## src/neighbour_agreement_test_unit_assert.svh

```systemverilog
// Assertion macros shared by the neighbour agreement test unit.
`ifndef NEIGHBOUR_AGREEMENT_TEST_UNIT_ASSERT_SVH
`define NEIGHBOUR_AGREEMENT_TEST_UNIT_ASSERT_SVH

// Same-cycle implication, sampled on clk and held off during rst.
`define NAT_ASSERT_NOW(label, ante, cons, msg) \
  label: assert property (@(posedge clk) disable iff (rst) (ante) |-> (cons)) \
    else $error(msg);

// Next-cycle implication, sampled on clk and held off during rst.
`define NAT_ASSERT_NEXT(label, ante, cons, msg) \
  label: assert property (@(posedge clk) disable iff (rst) (ante) |=> (cons)) \
    else $error(msg);

`endif

```

## src/nat_pkg.sv

```systemverilog
// Package of shared constants and types for the neighbour agreement test unit.
package nat_pkg;

  localparam int DEF_MAX_WIDTH  = 64;
  localparam int DEF_MAX_HEIGHT = 64;
  localparam int DEF_MAX_FRAMES = 256;

  localparam int PIXEL_BITS     = 8;
  localparam int COUNT_BITS     = 22;
  localparam int WIDTH_BITS     = 7;
  localparam int HEIGHT_BITS    = 7;
  localparam int FRAMES_BITS    = 9;
  localparam int PERMILLE_BITS  = 10;
  localparam int CFG_DATA_BITS  = 10;
  localparam int PERMILLE_SCALE = 1000;

  localparam logic [WIDTH_BITS-1:0]    RST_IMAGE_WIDTH  = 7'd64;
  localparam logic [HEIGHT_BITS-1:0]   RST_IMAGE_HEIGHT = 7'd64;
  localparam logic [FRAMES_BITS-1:0]   RST_FRAME_COUNT  = 9'd1;
  localparam logic [PERMILLE_BITS-1:0] RST_AGREE_THRESH = 10'd600;

  typedef enum logic [1:0] {
    REG_IMAGE_WIDTH  = 2'd0,
    REG_IMAGE_HEIGHT = 2'd1,
    REG_FRAME_COUNT  = 2'd2,
    REG_AGREE_THRESH = 2'd3
  } cfg_index_t;

endpackage

```

## src/nat_verdict.sv

```systemverilog
// Verdict pipeline: threshold products, comparison and the result register.
module nat_verdict #(
  parameter int CNT_W = 22
) (
  input  logic                              clk,
  input  logic                              rst,
  input  logic                              fin_valid,
  output logic                              fin_ready,
  input  logic [CNT_W-1:0]                  fin_equal,
  input  logic [CNT_W-1:0]                  fin_pairs,
  input  logic [nat_pkg::PERMILLE_BITS-1:0] agree_thresh,
  output logic                              result_valid,
  input  logic                              result_ready,
  output logic                              unit_passes,
  output logic [nat_pkg::COUNT_BITS-1:0]    equal_pairs,
  output logic [nat_pkg::COUNT_BITS-1:0]    total_pairs
);
  import nat_pkg::*;

  localparam int PW = CNT_W + PERMILLE_BITS;

  logic             a_valid;
  logic [CNT_W-1:0] a_equal;
  logic [CNT_W-1:0] a_pairs;
  logic             b_valid;
  logic [CNT_W-1:0] b_equal;
  logic [CNT_W-1:0] b_pairs;
  logic [PW-1:0]    b_lhs;
  logic [PW-1:0]    b_rhs;
  logic             out_free;
  logic             b_ready;

  assign out_free  = !result_valid || result_ready;
  assign b_ready   = !b_valid || out_free;
  assign fin_ready = !a_valid || b_ready;

  always_ff @(posedge clk) begin
    if (rst) begin
      a_valid      <= 1'b0;
      b_valid      <= 1'b0;
      result_valid <= 1'b0;
    end else begin
      if (fin_ready) begin
        a_valid <= fin_valid;
      end
      if (b_ready) begin
        b_valid <= a_valid;
      end
      if (out_free) begin
        result_valid <= b_valid;
      end
    end
  end

  always_ff @(posedge clk) begin
    if (fin_ready && fin_valid) begin
      a_equal <= fin_equal;
      a_pairs <= fin_pairs;
    end
    if (b_ready && a_valid) begin
      b_equal <= a_equal;
      b_pairs <= a_pairs;
      b_lhs   <= PW'(a_equal) * PW'(PERMILLE_SCALE);
      b_rhs   <= PW'(agree_thresh) * PW'(a_pairs);
    end
    if (out_free && b_valid) begin
      unit_passes <= (b_pairs == '0) || (b_lhs >= b_rhs);
      equal_pairs <= COUNT_BITS'(b_equal);
      total_pairs <= COUNT_BITS'(b_pairs);
    end
  end

endmodule

```

## config.mk

```make
export PLATFORM = sky130hd
export DESIGN_NAME = nat_verdict
export DESIGN_NICKNAME = d
export VERILOG_FILES = /design/src/neighbour_agreement_test_unit_assert.svh /design/src/nat_pkg.sv /design/src/nat_verdict.sv
export SDC_FILE = /design/constraint.sdc
export NUM_CORES = 1
export LEC_CHECK = 0
export BUFFER_PORTS_ARGS = -buffer_cell sky130_fd_sc_hd__buf_2
export CAP_MARGIN = 20
export CORE_MARGIN = 2
export CORE_UTILIZATION = 60
export CTS_CLUSTER_DIAMETER = 100
export DETAILED_ROUTE_END_ITERATION = 8
export PLACE_DENSITY_LB_ADDON = 0.2
export REMOVE_ABC_BUFFERS = 1
export SETUP_SLACK_MARGIN = 0.5
export SYNTH_ARGS = -nofsm -noshare
export SYNTH_HDL_FRONTEND = slang
export SYNTH_SLANG_ARGS = --single-unit
```

## constraint.sdc

```tcl
create_clock -name clk -period 27.6 [get_ports clk]
set_input_delay 4.14 -clock clk [delete_from_list [all_inputs] [get_ports clk]]
set_output_delay 4.14 -clock clk [all_outputs]
set_load 0.005 [all_outputs]
```

; Word level (Yosys, flattened, before mapping)
; Cells that the tools add are included.
[totals]
latch_bits = 0
mem_bits_ro = 0
wordCells = 26
out_inout_bits = 47
reg_bits = 197
memories = 0
ram_bits = 0
[classes]
n_mux = 0
div_mod_pow = 0
n_lt_le_gt_ge = 1
bitwise = 0
shift = 0
n_addsub = 0
multipliers = 2
n_reduce_logical = 11
n_eq_ne = 0
[op_table]
columns = op, count
row1 = $ge 32x32->1, 1
row2 = $mul 10x22->32, 1
row3 = $mul 22x7->29 const B, 1
row4 = $logic_not 22->1, 1
row5 = $logic_or 1x1->1, 4
row6 = $logic_and 1x1->1, 3
row7 = $logic_not 1->1, 3

; Logic depth before layout (Yosys ltp)
[depth]
depth_word = 5
mapped_depth = 21
mapped_depth_nobuf = 19

; Least setup slack after synthesis
; Ideal clock, no wire load.
[synth_timing]
path_kind = input to register
start = input port result_ready
end = register b_equal[0] (enable)
path_buffers = 0
setup_slack_ps = 15188
arrival_ps = 11690
cell_stages = 2
path_cell_list = nor2b_1 > a21boi_0
[synth_between]
elab_chain_cells = 3
[synth_lines]
columns = element, line_no
row1 = start: declaration, nat_verdict.sv:13  ; input logic result_ready,
row2 = $logic_or 1x1->1, nat_verdict.sv:33  ; assign out_free = !result_valid || result_ready;
row3 = $logic_or 1x1->1, nat_verdict.sv:34  ; assign b_ready = !b_valid || out_free;
row4 = $logic_and 1x1->1, nat_verdict.sv:60  ; if (b_ready && a_valid) begin
row5 = end signal: assignment, nat_verdict.sv:61  ; b_equal <= a_equal;
row6 = end: declaration, nat_verdict.sv:26  ; logic [CNT_W-1:0] b_equal;
; No other way between the ends.
; A chain may end at the register's enable or synchronous reset.

; Final worst setup path
[layout_timing]
start = input port result_ready
end = output port fin_ready
[layout_between]
elab_chain_cells = 3
[layout_lines]
columns = element, line_no
row1 = $logic_or 1x1->1, nat_verdict.sv:33
row2 = $logic_or 1x1->1, nat_verdict.sv:34
row3 = $logic_or 1x1->1, nat_verdict.sv:35  ; assign fin_ready = !a_valid || b_ready;
row4 = end: declaration, nat_verdict.sv:8  ; output logic fin_ready,
; No other way between the ends.

==> impl_metrics.yaml <==
global_routing:
  via_count_of_the_first_global_routing_pass: 11700
  grt_pass1_wl_mm: 57.36
  grt_max_degree: 85
  global_route.usage.total: 0.2375
  antenna_violations_before_repair: 0
  grt_overflow_total: 0
layout:
  areaGrowthSynthToFinish_pct: 8.183
  post_route_cells_drive_above_1_share: 0.09371
  nNetsFinal: 2066
  layoutNonFillerInstCount: 2006
  final_area_um2: 18840
  antenna_cells: 0
sta:
  setup_repair_after_global_routing_missed_its_margin: "false"
  slew_headroom: 0.4402
  fmax_mhz: 107.6
  setup_viol: 0
  slew_violations: 0
  final.setup.tns_ns: 0
  finalWorstPathRequiredPeriod_ns: 9.292
  hold_viol_final: 0
  timing.final.crit_share: 0.3367
  fin_worst_skew_ns: 0.009958
  tightest_slew_ns: 0.8321
clock_network:
  htree_levels: 4
  cts.path.max_buffers: 2
  clk-insertion-delay-late_ns: 0.45
  cts_inserted_buffers: 17
  clkSlewWorstSetupHoldPaths_ns: 0.08
  numClockSinks: 195
  cts_tree: "built"
  post_cts.resized_instances: 0
  holdBufCountCts: 0
  post-cts-setup-buffer-count: 0
  clock_root_buffer: "sky130_fd_sc_hd__clkbuf_16"
worst_hold_path:
  hold_start: "b_equal[8]"
  hold_path_depth: 0
  hold_path_class: "flop to flop"
die:
  coreArea_um2: 28630
  start_util: 0.6084
  fp.dieW_um: 174.4
  fp-row-count: 62
  die-height_um: 174.4
  top_level_ports: 105
  die-area_um2: 30400
synthesis:
  synth.yosys.seq_area_share: 0.3345
  postSynthAreaPerCell_um2: 11.33
  asyncSetResetFlopFracSynth: 0
  post-synth-top-count-cell: "sky130_fd_sc_hd__inv_1"
  synth_enable_flop_cells: 192
  synth_warnings: 0
  yosys.area.top_type: "sky130_fd_sc_hd__edfxtp_1"
  synthDistinctLibCells: 62
  syn_area_um2: 17420
  ys_ff_latch: 195
  syn-instance-count: 1537
  synth.cells.most_frequent: "sky130_fd_sc_hd__inv_1, sky130_fd_sc_hd__fa_1, sky130_fd_sc_hd__edfxtp_1"
  synthDominantCellAreaShare: 0.3311
  dominantRegCellSynth: "sky130_fd_sc_hd__edfxtp_1"
  post_synth_main_area_contributors: "sky130_fd_sc_hd__edfxtp_1, sky130_fd_sc_hd__fa_1, sky130_fd_sc_hd__ha_1"
routing:
  detail-route-antenna-nets: 0
  drt_first_pass_iters: 9
  post-route-drc-count: 0
  vias_per_cell: 5.586
  vias: 11210
  wl_mm: 33.82
  route.detailed.wl_per_inst_um: 16.86
  detail_route.iter0.violations: 830
placement:
  placed_instance_count: 1975
  placed_area_um2: 18260
  placer_s_final_routability_congestion_estimate: 0.8782
  place.port_buffers: 104
  dp_hpwl_mm: 25.03
setup_path:
  r2r_cells: 17
  critical-path-slowest-cell: "sky130_fd_sc_hd__nor2b_1"
  crit_buf_inv: 2
  critPathKind: "input port to primary output"
  cp_cell_sequence: "buf_2, nor2b_1, nand3_1, buf_2"
  worst_setup_path_start_kind: "input port"
  critical_path_required_ns: 23.46
  path_max_fanout: 6
  worst-endpoint-arrival_ns: 5.15
  largest_stage_delay_on_the_critical_path_ns: 0.56
  reg2reg_from: "a_pairs[7]"
  critical_path_s_top_delay_family: "simple AND/OR/NAND/NOR gates"
  worstSetupEndpointType: "primary output"
  critical_path_sink: "fin_ready"
  worst_setup_path_startpoint: "result_ready"
  timing.reg2reg.setup_slack_ns: 21.74
  rr_endpoint: "b_rhs[29]"
  crit_path_frequent_cell: "sky130_fd_sc_hd__buf_2"
  critical_path_cell_count: 4
run_status:
  run_status: "finished clean"
flow_run:
  maxCapViolCount: 0
[how the worst min path moves through the flow]
stage	to	slack, ns
floorplan	equal_pairs[10]	0.40
detailed placement	equal_pairs[3]	0.40
global route	equal_pairs[8]	0.42
CTS	equal_pairs[8]	0.42
finish	equal_pairs[8]	0.41
global placement	equal_pairs[8]	0.40
[through the flow]
step / setup slack, ns / hold WS (ns) / util
3_3_place_gp: 18.04 / 0.4003 / 0.6380
6_report: 18.31 / 0.4147 / 0.6582
5_1_grt: 18.07 / 0.4219 / 0.6582
2_1_floorplan: 15.19 / 0.4003 / -
3_5_place_dp: 17.91 / 0.4045 / 0.6380
4_1_cts: 18.30 / 0.4183 / 0.6572
[registers in the layout, indices dropped and copies added (netlist names)]
register,cells
a_equal,22
a_pairs,22
a_valid,1
b_equal,22
b_lhs,27
b_pairs,22
b_rhs,32
b_valid,1
equal_pairs,22
result_valid,1
total_pairs,22
unit_passes,1
[worst reg2reg max path, cell delays in order (launching register included)]
cell	delay, ns
sky130_fd_sc_hd__edfxtp_1	0.67
sky130_fd_sc_hd__nand2_1	0.16
sky130_fd_sc_hd__fa_1	0.56
sky130_fd_sc_hd__inv_1	0.06
sky130_fd_sc_hd__fa_1	0.49
sky130_fd_sc_hd__inv_1	0.05
sky130_fd_sc_hd__fa_1	0.53
sky130_fd_sc_hd__inv_1	0.05
sky130_fd_sc_hd__fa_1	0.49
sky130_fd_sc_hd__fa_1	0.42
sky130_fd_sc_hd__ha_1	0.36
sky130_fd_sc_hd__a2111oi_0	0.40
sky130_fd_sc_hd__o21ai_1	0.17
sky130_fd_sc_hd__a31oi_1	0.39
sky130_fd_sc_hd__o31ai_1	0.23
sky130_fd_sc_hd__o22ai_2	0.22
sky130_fd_sc_hd__nor2_1	0.06
sky130_fd_sc_hd__o311a_1	0.32
[placed cells by master, fill, tap and decap left out, types with 3 or more instances in the layout]
| master | instances |
|---|---|
| sky130_fd_sc_hd__buf_4 | 3 |
| sky130_fd_sc_hd__a41oi_1 | 4 |
| sky130_fd_sc_hd__xor2_1 | 16 |
| sky130_fd_sc_hd__nor2b_1 | 7 |
| sky130_fd_sc_hd__nand4_1 | 8 |
| sky130_fd_sc_hd__and4_1 | 3 |
| sky130_fd_sc_hd__inv_1 | 254 |
| sky130_fd_sc_hd__o21ai_1 | 9 |
| sky130_fd_sc_hd__nand2b_1 | 4 |
| sky130_fd_sc_hd__nor2_1 | 43 |
| sky130_fd_sc_hd__a211oi_1 | 9 |
| sky130_fd_sc_hd__fa_1 | 236 |
| sky130_fd_sc_hd__a221oi_2 | 3 |
| sky130_fd_sc_hd__buf_2 | 104 |
| sky130_fd_sc_hd__nand3_1 | 18 |
| sky130_fd_sc_hd__o2111ai_1 | 3 |
| sky130_fd_sc_hd__edfxtp_1 | 192 |
| sky130_fd_sc_hd__o21a_1 | 10 |
| sky130_fd_sc_hd__o21bai_1 | 8 |
| sky130_fd_sc_hd__nor3_1 | 8 |
| sky130_fd_sc_hd__o211ai_1 | 6 |
| sky130_fd_sc_hd__dfxtp_1 | 3 |
| sky130_fd_sc_hd__a21oi_1 | 58 |
| sky130_fd_sc_hd__ha_1 | 161 |
| sky130_fd_sc_hd__xnor2_1 | 32 |
| sky130_fd_sc_hd__a211o_1 | 4 |
| sky130_fd_sc_hd__nand2_1 | 153 |
| sky130_fd_sc_hd__clkbuf_16 | 17 |
| sky130_fd_sc_hd__clkinv_4 | 4 |
| sky130_fd_sc_hd__or3_1 | 4 |
| sky130_fd_sc_hd__and2_1 | 118 |
| sky130_fd_sc_hd__inv_8 | 4 |
| sky130_fd_sc_hd__a21o_1 | 32 |
| sky130_fd_sc_hd__nor4_1 | 9 |
| sky130_fd_sc_hd__and3_1 | 6 |
| sky130_fd_sc_hd__o21ai_0 | 29 |
[routing by layer]
layer	wire [um]	part of all wire	global-route usage	vias to the layer above
met5	0	0	0	-
met4	548	0.016	0.06232	0
met3	1594	0.047	0.02822	45
met2	17070	0.50	0.4051	290
met1	14610	0.43	0.3263	5672
li1	-	-	-	5199
[cell type report]
| class | count | area, um2 |
|---|---|---|
| Sequential cell | 195 | 5826 |
| Tap cell | 384 | 480.5 |
| Multi-Input combinational cell | 1035 | 10460 |
| Clock buffer | 17 | 425.4 |
| Timing Repair Buffer | 108 | 570.5 |
| Clock inverter | 13 | 125.1 |
| Fill cell | 2200 | 9784 |
| Inverter | 254 | 953.4 |
[logic make-up (layout without fill, tap and decap cells)]
family / count (synthesis) / after routing / synth area share
adders and majority gates: 397 / 397 / 0.3870
and+or+nand+nor: 387 / 387 / 0.1101
buffers and inverters: 307 / 392 / 0.06681
AOI/OAI and AO/OA: 203 / 203 / 0.07752
DFF: 195 / 195 / 0.3345
xor gates and xnor gates: 48 / 48 / 0.02414
Power is left out: the tool's default activity adds up to more than one toggle a clock period on the data nets, which glitch-free logic cannot reach.
