[config.mk]
export PLATFORM = sky130hd
export DESIGN_NAME = nat_ram
export DESIGN_NICKNAME = d
export VERILOG_FILES = /design/src/neighbour_agreement_test_unit_assert.svh /design/src/nat_ram.sv
export SDC_FILE = /design/constraint.sdc
export NUM_CORES = 1
export LEC_CHECK = 0
export ABC_AREA = 0
export BUFFER_PORTS_ARGS = -buffer_cell sky130_fd_sc_hd__buf_2
export CAP_MARGIN = 20
export CORE_ASPECT_RATIO = 1.75
export CORE_MARGIN = 10
export CORE_UTILIZATION = 40
export CTS_CLUSTER_DIAMETER = 150
export DETAILED_ROUTE_END_ITERATION = 8
export PLACE_DENSITY_LB_ADDON = 0.2
export SKIP_LAST_GASP = 1
export SLEW_MARGIN = 5
export SYNTH_ARGS = -nofsm -noshare
export SYNTH_HDL_FRONTEND = slang
export SYNTH_SLANG_ARGS = --single-unit
[constraint.sdc]
create_clock -name clk -period 2.9 [get_ports clk]
set_input_delay 0.145 -clock clk [delete_from_list [all_inputs] [get_ports clk]]
set_output_delay 0.145 -clock clk [all_outputs]
set_load 0.005 [all_outputs]
[src/neighbour_agreement_test_unit_assert.svh]
// Assertion macros shared by the neighbour agreement test unit.
`ifndef NEIGHBOUR_AGREEMENT_TEST_UNIT_ASSERT_SVH
`define NEIGHBOUR_AGREEMENT_TEST_UNIT_ASSERT_SVH

// Same-cycle implication, sampled on clk and held off during rst.
`define NAT_ASSERT_NOW(label, ante, cons, msg) \
  label: assert property (@(posedge clk) disable iff (rst) (ante) |-> (cons)) \
    else $error(msg);

// Next-cycle implication, sampled on clk and held off during rst.
`define NAT_ASSERT_NEXT(label, ante, cons, msg) \
  label: assert property (@(posedge clk) disable iff (rst) (ante) |=> (cons)) \
    else $error(msg);

`endif

[src/nat_ram.sv]
// Generic single-clock RAM with one write port and one registered read port.
module nat_ram #(
  parameter int WIDTH = 8,
  parameter int DEPTH = 64,
  parameter int AW    = (DEPTH > 1) ? $clog2(DEPTH) : 1
) (
  input  logic             clk,
  input  logic             we,
  input  logic [AW-1:0]    waddr,
  input  logic [WIDTH-1:0] wdata,
  input  logic             re,
  input  logic [AW-1:0]    raddr,
  output logic [WIDTH-1:0] rdata
);

  logic [WIDTH-1:0] mem [DEPTH];

  always_ff @(posedge clk) begin
    if (we) begin
      mem[waddr] <= wdata;
    end
    if (re) begin
      rdata <= mem[raddr];
    end
  end

endmodule

* Word-level counts from Yosys, hierarchy flattened
Memories as Yosys holds them, arrays and structs flattened. A register that Yosys moved wholly into a read port is not among the register bits. Index checks and enable logic that the tools add are counted.
Word-level totals: word-level logic and storage cells 3, output and inout bits 8, register bits after elaboration 0, RAM bits 512, memories 1, bits of input ports 23
Operators by class: multiplexer cells 2
Memories:
- mem | depth 64, bits a word 8, read ports 1, clocked after memory_dff 1, wr ports 1, line nat_ram.sv:16 | logic [WIDTH-1:0] mem [DEPTH];
Operators with widths (count):
- 1-bit two-way mux | 2

* Depth between registers and ports, before layout
Gate-level depths: netlist (run 1).
depth after elaboration 2, mapped depth 9, mapped depth without buffers 5

* Least setup slack after synthesis (run 1)
Ideal clock, no wire load.
path type in2reg, start input port raddr[1], end register rdata[3], read port of mem (data pin), cell stages on the path 7, slack 0.949 ns, library setup time 0.266 ns, arrival time 1.685 ns, data required time 2.634 ns, path through buf_4 buf_2 buf_2 mux4_2 mux4_2 o21ai_1 o41ai_1
RTL lines:
- start: declaration | line nat_ram.sv:12 | input logic [AW-1:0] raddr,
- end: declaration | line nat_ram.sv:13 | output logic [WIDTH-1:0] rdata

==> results.sh, run 1 <==
export IMPL_leakage_nw=7.514
export IMPL_wl_um=49610
export IMPL_syn_to_final_growth_pct=16.52
export IMPL_clock_latency_ps=560
export IMPL_setup_viol_count_final=0
export IMPL_dpl_hpwl_um=32930
export IMPL_ir_drop_mv=0.4582
export IMPL_worst_pin_slew_ps=825.4
export IMPL_num_antenna_cells=0
export IMPL_finalClockSkew_ps=9.676
export IMPL_io_pins=31
export IMPL_synth_edf_count=520
export IMPL_vias_per_cell=5.501
export IMPL_ys_flop_type="edfxtp_1"
export IMPL_place_port_buffers=30
export IMPL_ys_types=39
export IMPL_endpoint_kind="flip-flop"
export IMPL_yosys_top_cells_area="edfxtp_1 77%, mux4_2 14%, nor2_1 1.5%, mux2i_1 1.1%, mux2_2 0.72%"
export IMPL_cpPeakStageDelay_ps=470
export IMPL_groute_usage_overall=0.1650
export IMPL_syn_nets=963
export IMPL_finalNetCount=1103
export IMPL_layout_commonest_cell="edfxtp_1"
export IMPL_clock_fmax_mhz=437.9
export IMPL_drtAntennaViolNets=0
export IMPL_path_class="flip-flop to flip-flop"
export IMPL_rsz0062_at_grt="false"
export IMPL_syn_area_per_cell_um2=21.54
export IMPL_drtIter0Drc=689
export IMPL_grt_pass1_vias=10366
export IMPL_post_cts_buffers=0
export IMPL_first_pass_iters=5
export IMPL_htreeDepth=2
export IMPL_timing_final_crit_period_ps=2284
export IMPL_start_util=0.4023
export IMPL_tns_ps=0
export IMPL_layout_common_cells="520 x edfxtp_1, 126 x mux4_2, 102 x buf_4"
export IMPL_cp_max_fo=1
export IMPL_crit_chain="mux4_2, mux2_2, o221a_2, nor3_1, o32ai_1"
export IMPL_ys_warn_count=0
export IMPL_clkTransAtPathRegs_ps=70
export IMPL_multi_input_area_um2=4315
export IMPL_grt_ovfl_total=0
export IMPL_fin_area_um2=23590
export IMPL_slowest_stage="mux4_2"
export IMPL_required_ps=3200
export IMPL_cts_buffer_depth=3
export IMPL_cp_start_kind="flip-flop"
export IMPL_hp_class="primary input to flip-flop"
export IMPL_synth_area_leader_cell="edfxtp_1"
export IMPL_synthCells=940
export IMPL_relSlewSlack=0.4497
export IMPL_grt_first_pass_wirelength_um=72810
export IMPL_n_fill_cell=4174
export IMPL_cp_num_buf_inv=0
export IMPL_min_period_over_period=0.7874
export IMPL_cpLargestDelayFamily="multiplexers"
export IMPL_dieArea_um2=60370
export IMPL_layout_drive_gt1_share=0.3166
export IMPL_cts_root_buf="clkbuf_16"
export IMPL_seqCellArea_um2=15620
export IMPL_synth_seq_cells=520
export IMPL_hold_ws_ps=44.68
export IMPL_tritoncts="built"
export IMPL_synth_top_cell_area_share=0.7712
export IMPL_worstPathArrival_ps=2580
export IMPL_slew_viol_final=0
export IMPL_max_cap_violations=0
export IMPL_post_synth_instance_area_um2=20250
export IMPL_antenna_found_initial=3
export IMPL_coreArea_um2=50320
export IMPL_cts_buffers=47
export IMPL_ys_seq_area_frac=0.7712
export IMPL_grt_max_degree=65
export IMPL_status="finished clean"
export IMPL_vias=9814
export IMPL_cts_sinks=520
export IMPL_num_rows=109
export IMPL_wire_per_inst_um=27.81
export IMPL_async_reset_ff_frac=0
export IMPL_dpl_cell_area_um2=21860
export IMPL_die_h_um=317.6
export IMPL_drc=0
export IMPL_gp_congestion=0.8024
export IMPL_dieWidth_um=190.1
export IMPL_power_density_nw_per_um2=676.9
export IMPL_hold_viol=0
[path summary, 6_finish.rpt]
kind	start	end	slack (ps)	cells after the start
setup reg to reg	mem[25][6]	rdata[6]	620	5
hold / removal	wdata[0]	mem[62][0]	40	1
setup / recovery	mem[25][6]	rdata[6]	620	5
hold reg to reg	mem[22][2]	rdata[2]	940	4
[repair_timing]
item | CTS | global route
gates resized for setup | 0 | 0
hold endpoints to repair | 14 | 0
hold buffers | 2 | 0
[metal layers]
| metal | wire [um] | up-vias | GRT usage |
|---|---|---|---|
| met2 | 27870 | 214 | 0.3059 |
| li1 | - | 4200 | - |
| met4 | 1698 | 2 | 0.06070 |
| met3 | 1730 | 78 | 0.01896 |
| met5 | 7 | - | 0 |
| met1 | 18300 | 5320 | 0.1891 |
[per-stage QoR]
step / power (mW) / cells / setup WS, ps / utilization
6_report: 15.97 / 1784 / 616.5 / 0.4688
5_1_grt: 16.43 / 1784 / 560.3 / 0.4688
4_1_cts: 16.11 / 1783 / 596.1 / 0.4684
3_5_place_dp: 9.358 / 1694 / 186.9 / 0.4344
3_3_place_gp: 9.352 / 1694 / 122.4 / 0.4344
2_1_floorplan: 8.950 / 940 / 948.7 / -
[cell usage after synthesis (4+ instances only)]
library cell    n
nor3_1          7
a211oi_1        4
buf_2          11
buf_4          13
clkbuf_1       17
mux2_2         13
nand3_1        13
mux4_2        126
nor2_1         83
mux2i_1        23
edfxtp_1      520
a221oi_1        6
o221ai_1        8
nor2b_1        14
nand2b_1        7
buf_6           4
nand2_1        19
o22ai_1         8
buf_1           4
[report_power, final]
part	switching, mW	leakage [nW]	internal [mW]
Clock	2.72	0.808	4.07
Sequential	0.0199	4.69	8.33
Combinational	0.506	2.02	0.326
[worst reg2reg max path: stages (launching register included)]
cell	delay (ps)
edfxtp_1	380
mux4_2	470
mux2_2	300
o221a_2	290
nor3_1	440
o32ai_1	160
[flip-flops by register name (all words and copies together) (netlist names)]
name,flops
mem,512
rdata,8
[logic make-up (layout without fill, tap and decap cells)]
| kind of cell | Yosys count | count (layout) | synth area share |
|---|---|---|---|
| flops | 520 | 520 | 0.7712 |
| simple gates | 153 | 153 | 0.03374 |
| mux | 162 | 162 | 0.1588 |
| compound gates | 54 | 54 | 0.02064 |
| buf+inv | 51 | 229 | 0.01563 |
[area by class of cell]
type                    count  share of cell area
clock inverters            33             0.01899
multi-input cells         369              0.1829
repair buffers            142             0.04810
flip-flops and latches    520              0.6619
clock buffers              54             0.05277
well taps                 666             0.03532
(Power assumes the default switching activity.)
==> run 2, diff against run 1 <==
==> constraint.sdc (replaced) <==
create_clock -name clk -period 1.9 [get_ports clk]
set_input_delay 0.095 -clock clk [delete_from_list [all_inputs] [get_ports clk]]
set_output_delay 0.095 -clock clk [all_outputs]
set_load 0.005 [all_outputs]
==> run 2 against run 1 <==
  * Clock skew rose by 4.4 ps
  * Sequential share of layout area fell by 0.86 points
  * Cell area rose by 1.3%
  * Hold slack got worse by 42 ps
  * Global-route usage rose by 0.12 points
  * The run now ends with negative setup slack left
  * Via count rose by 1.5%
  * Core utilization rose by 0.62 points
  * Largest cell class unchanged
  * Sequential cell count did not move
  * Sequential power rose by 52%
  * Clock power rose by 29%
==> results.sh, run 2 (synthesis gave the netlist of run 1 again) <==
export IMPL_cp_max_fo=1
export IMPL_num_antenna_cells=0
export IMPL_antenna_found_initial=3
export IMPL_largestRegisters="mem: 512 flops, rdata: 8 flops"
export IMPL_slew_viol_final=0
export IMPL_rsz0062_at_grt="true"
export IMPL_groute_usage_overall=0.1662
export IMPL_violations="negative setup slack"
export IMPL_start_util=0.4023
export IMPL_endpoint_kind="flip-flop"
export IMPL_vias_per_cell=5.448
export IMPL_tritoncts="built"
export IMPL_layout_common_cells="520 x edfxtp_1, 146 x buf_4, 126 x mux4_2"
export IMPL_num_rows=109
export IMPL_reg2reg_from="mem[11][2]"
export IMPL_wl_um=50050
export IMPL_drc=0
export IMPL_grt_max_degree=65
export IMPL_timing_final_crit_period_ps=1954
export IMPL_hold_ws_ps=2.248
export IMPL_use_met3=0.02104
export IMPL_path_class="flip-flop to flip-flop"
export IMPL_relSlewSlack=0.2832
export IMPL_max_cap_violations=0
export IMPL_p_int_mw=18.09
export IMPL_setup_viol_count_final=5
export IMPL_vias=9965
export IMPL_dpl_worst_slack_ps=-466.4
export IMPL_clock_fmax_mhz=511.8
export IMPL_largest_reg_flops=512
export IMPL_wire_per_inst_um=27.36
export IMPL_multi_input_area_um2=4433
export IMPL_seq_power_share=0.556
export IMPL_die_h_um=317.6
export IMPL_layout_drive_gt1_share=0.3500
export IMPL_clkTransAtPathRegs_ps=70
export IMPL_clock_latency_ps=570
export IMPL_comb_power_share=0.062
export IMPL_r2r_slack_ps=-50
export IMPL_cts_buffers=45
export IMPL_dpl_hpwl_um=34080
export IMPL_status="finished, violations left"
export IMPL_grt_ovfl_total=0
export IMPL_place_port_buffers=30
export IMPL_dieArea_um2=60370
export IMPL_n_fill_cell=4123
export IMPL_largest_register="mem"
export IMPL_min_period_over_period=1.028
export IMPL_grt_pass1_vias=10729
export IMPL_use_met1=0.1860
export IMPL_whs_path_depth=2
export IMPL_min_to="mem[45][7]"
export IMPL_worst_pin_slew_ps=1075
export IMPL_leakage_nw=7.716
export IMPL_htreeDepth=2
export IMPL_required_ps=2220
export IMPL_first_pass_iters=5
export IMPL_switching_share=0.2107
export IMPL_cts_buffer_depth=3
export IMPL_top_usage_layer="met2"
export IMPL_io_pins=31
export IMPL_power_density_nw_per_um2=958.9
export IMPL_worstReg2RegEnd="rdata[2]"
export IMPL_layout_commonest_cell="edfxtp_1"
export IMPL_finalClockSkew_ps=14.08
export IMPL_use_met2=0.3053
export IMPL_grt_first_pass_wirelength_um=72970
export IMPL_cp_start_kind="flip-flop"
export IMPL_dieWidth_um=190.1
export IMPL_syn_to_final_growth_pct=18.05
export IMPL_hp_class="primary input to flip-flop"
export IMPL_seqCellArea_um2=15620
export IMPL_cts_root_buf="clkbuf_16"
export IMPL_total_power_mw=22.92
export IMPL_drtIter0Drc=746
export IMPL_ir_drop_mv=0.6140
export IMPL_min_from="wdata[7]"
export IMPL_timing_final_ws_setup_ps=-53.73
export IMPL_r2r_cells=5
export IMPL_coreArea_um2=50320
export IMPL_worstPathArrival_ps=2280
export IMPL_drtAntennaViolNets=0
export IMPL_finalNetCount=1153
export IMPL_power_share_clock=0.382
export IMPL_cts_sinks=520
export IMPL_hold_viol=0
export IMPL_gp_congestion=0.8416
export IMPL_p_sw_mw=4.830
## run 2: cell count changes in the layout (fill, tap and decap cells not counted), sizes merged
cell / delta
dlygate4sd3: -1
clkbuf: -2
clkinv: +7
buf: +53
bufinv: -8
inv: +1
clkinvlp: -5
## run 2: how the worst max path moves through the flow
stage / depth (start not counted) / start / endpoint / slack, ps
3_3_place_gp: 7 / raddr[0] / rdata[7] / -490
5_1_grt: 5 / mem[11][2] / rdata[2] / -120
6_report: 5 / mem[11][2] / rdata[2] / -50
4_1_cts: 5 / mem[11][2] / rdata[2] / -100
2_1_floorplan: 6 / raddr[0] / rdata[3] / 30
3_5_place_dp: 7 / raddr[0] / rdata[7] / -470
## run 2: metal layers
metal  vias to the layer above  routed length [um]
met1                      5285               17920
met3                        98                2148
li1                       4308                   -
met2                       270               27840
met5                         -                  15
met4                         4                2121
## run 2: timing repair
action / 4_1_cts / 5_1_grt
buffers inserted: 0 / 0
setup endpoints to repair: 8 / 8
hold buffers: 1 / 0
hold endpoints to repair: 8 / 0
resized for setup: 21 / 3
pin swaps: 2 / 4
## run 2: power by group through the flow
stage	registers, mW	clock network, mW	logic [mW]
finish	12.7	8.76	1.42
global route	12.7	9.39	1.51
CTS	12.7	8.98	1.44
detailed placement	13.0	0	1.40
global placement	13.0	0	1.39
floorplan	13.0	0	0.678
## run 2: worst max-delay path, stage by stage, from the launching register on
cell and delay [ps]:
edfxtp_1 360, mux4_2 520, mux4_2 540, nor2_2 120
nor3_1 50, o2bb2ai_1 130
## run 2: layout make-up
| cell class | count | share of cell area |
|---|---|---|
| Clock buffer | 52 | 0.04821 |
| Clock inverter | 28 | 0.009737 |
| Multi-Input combinational cell | 369 | 0.1855 |
| Tap cell | 666 | 0.03486 |
| Sequential cell | 520 | 0.6533 |
| Timing Repair Buffer | 194 | 0.06842 |
## run 2: metrics by stage
stage          std cells  utilization  setup TNS, ps  instance area (um^2)
3_5_place_dp        1749       0.4450          -3378                 22400
2_1_floorplan        940            -              0                 20250
5_1_grt             1829       0.4750         -527.0                 23900
6_report            1829       0.4750         -193.0                 23900
3_3_place_gp        1749       0.4450          -3407                 22400
4_1_cts             1830       0.4749         -347.2                 23900
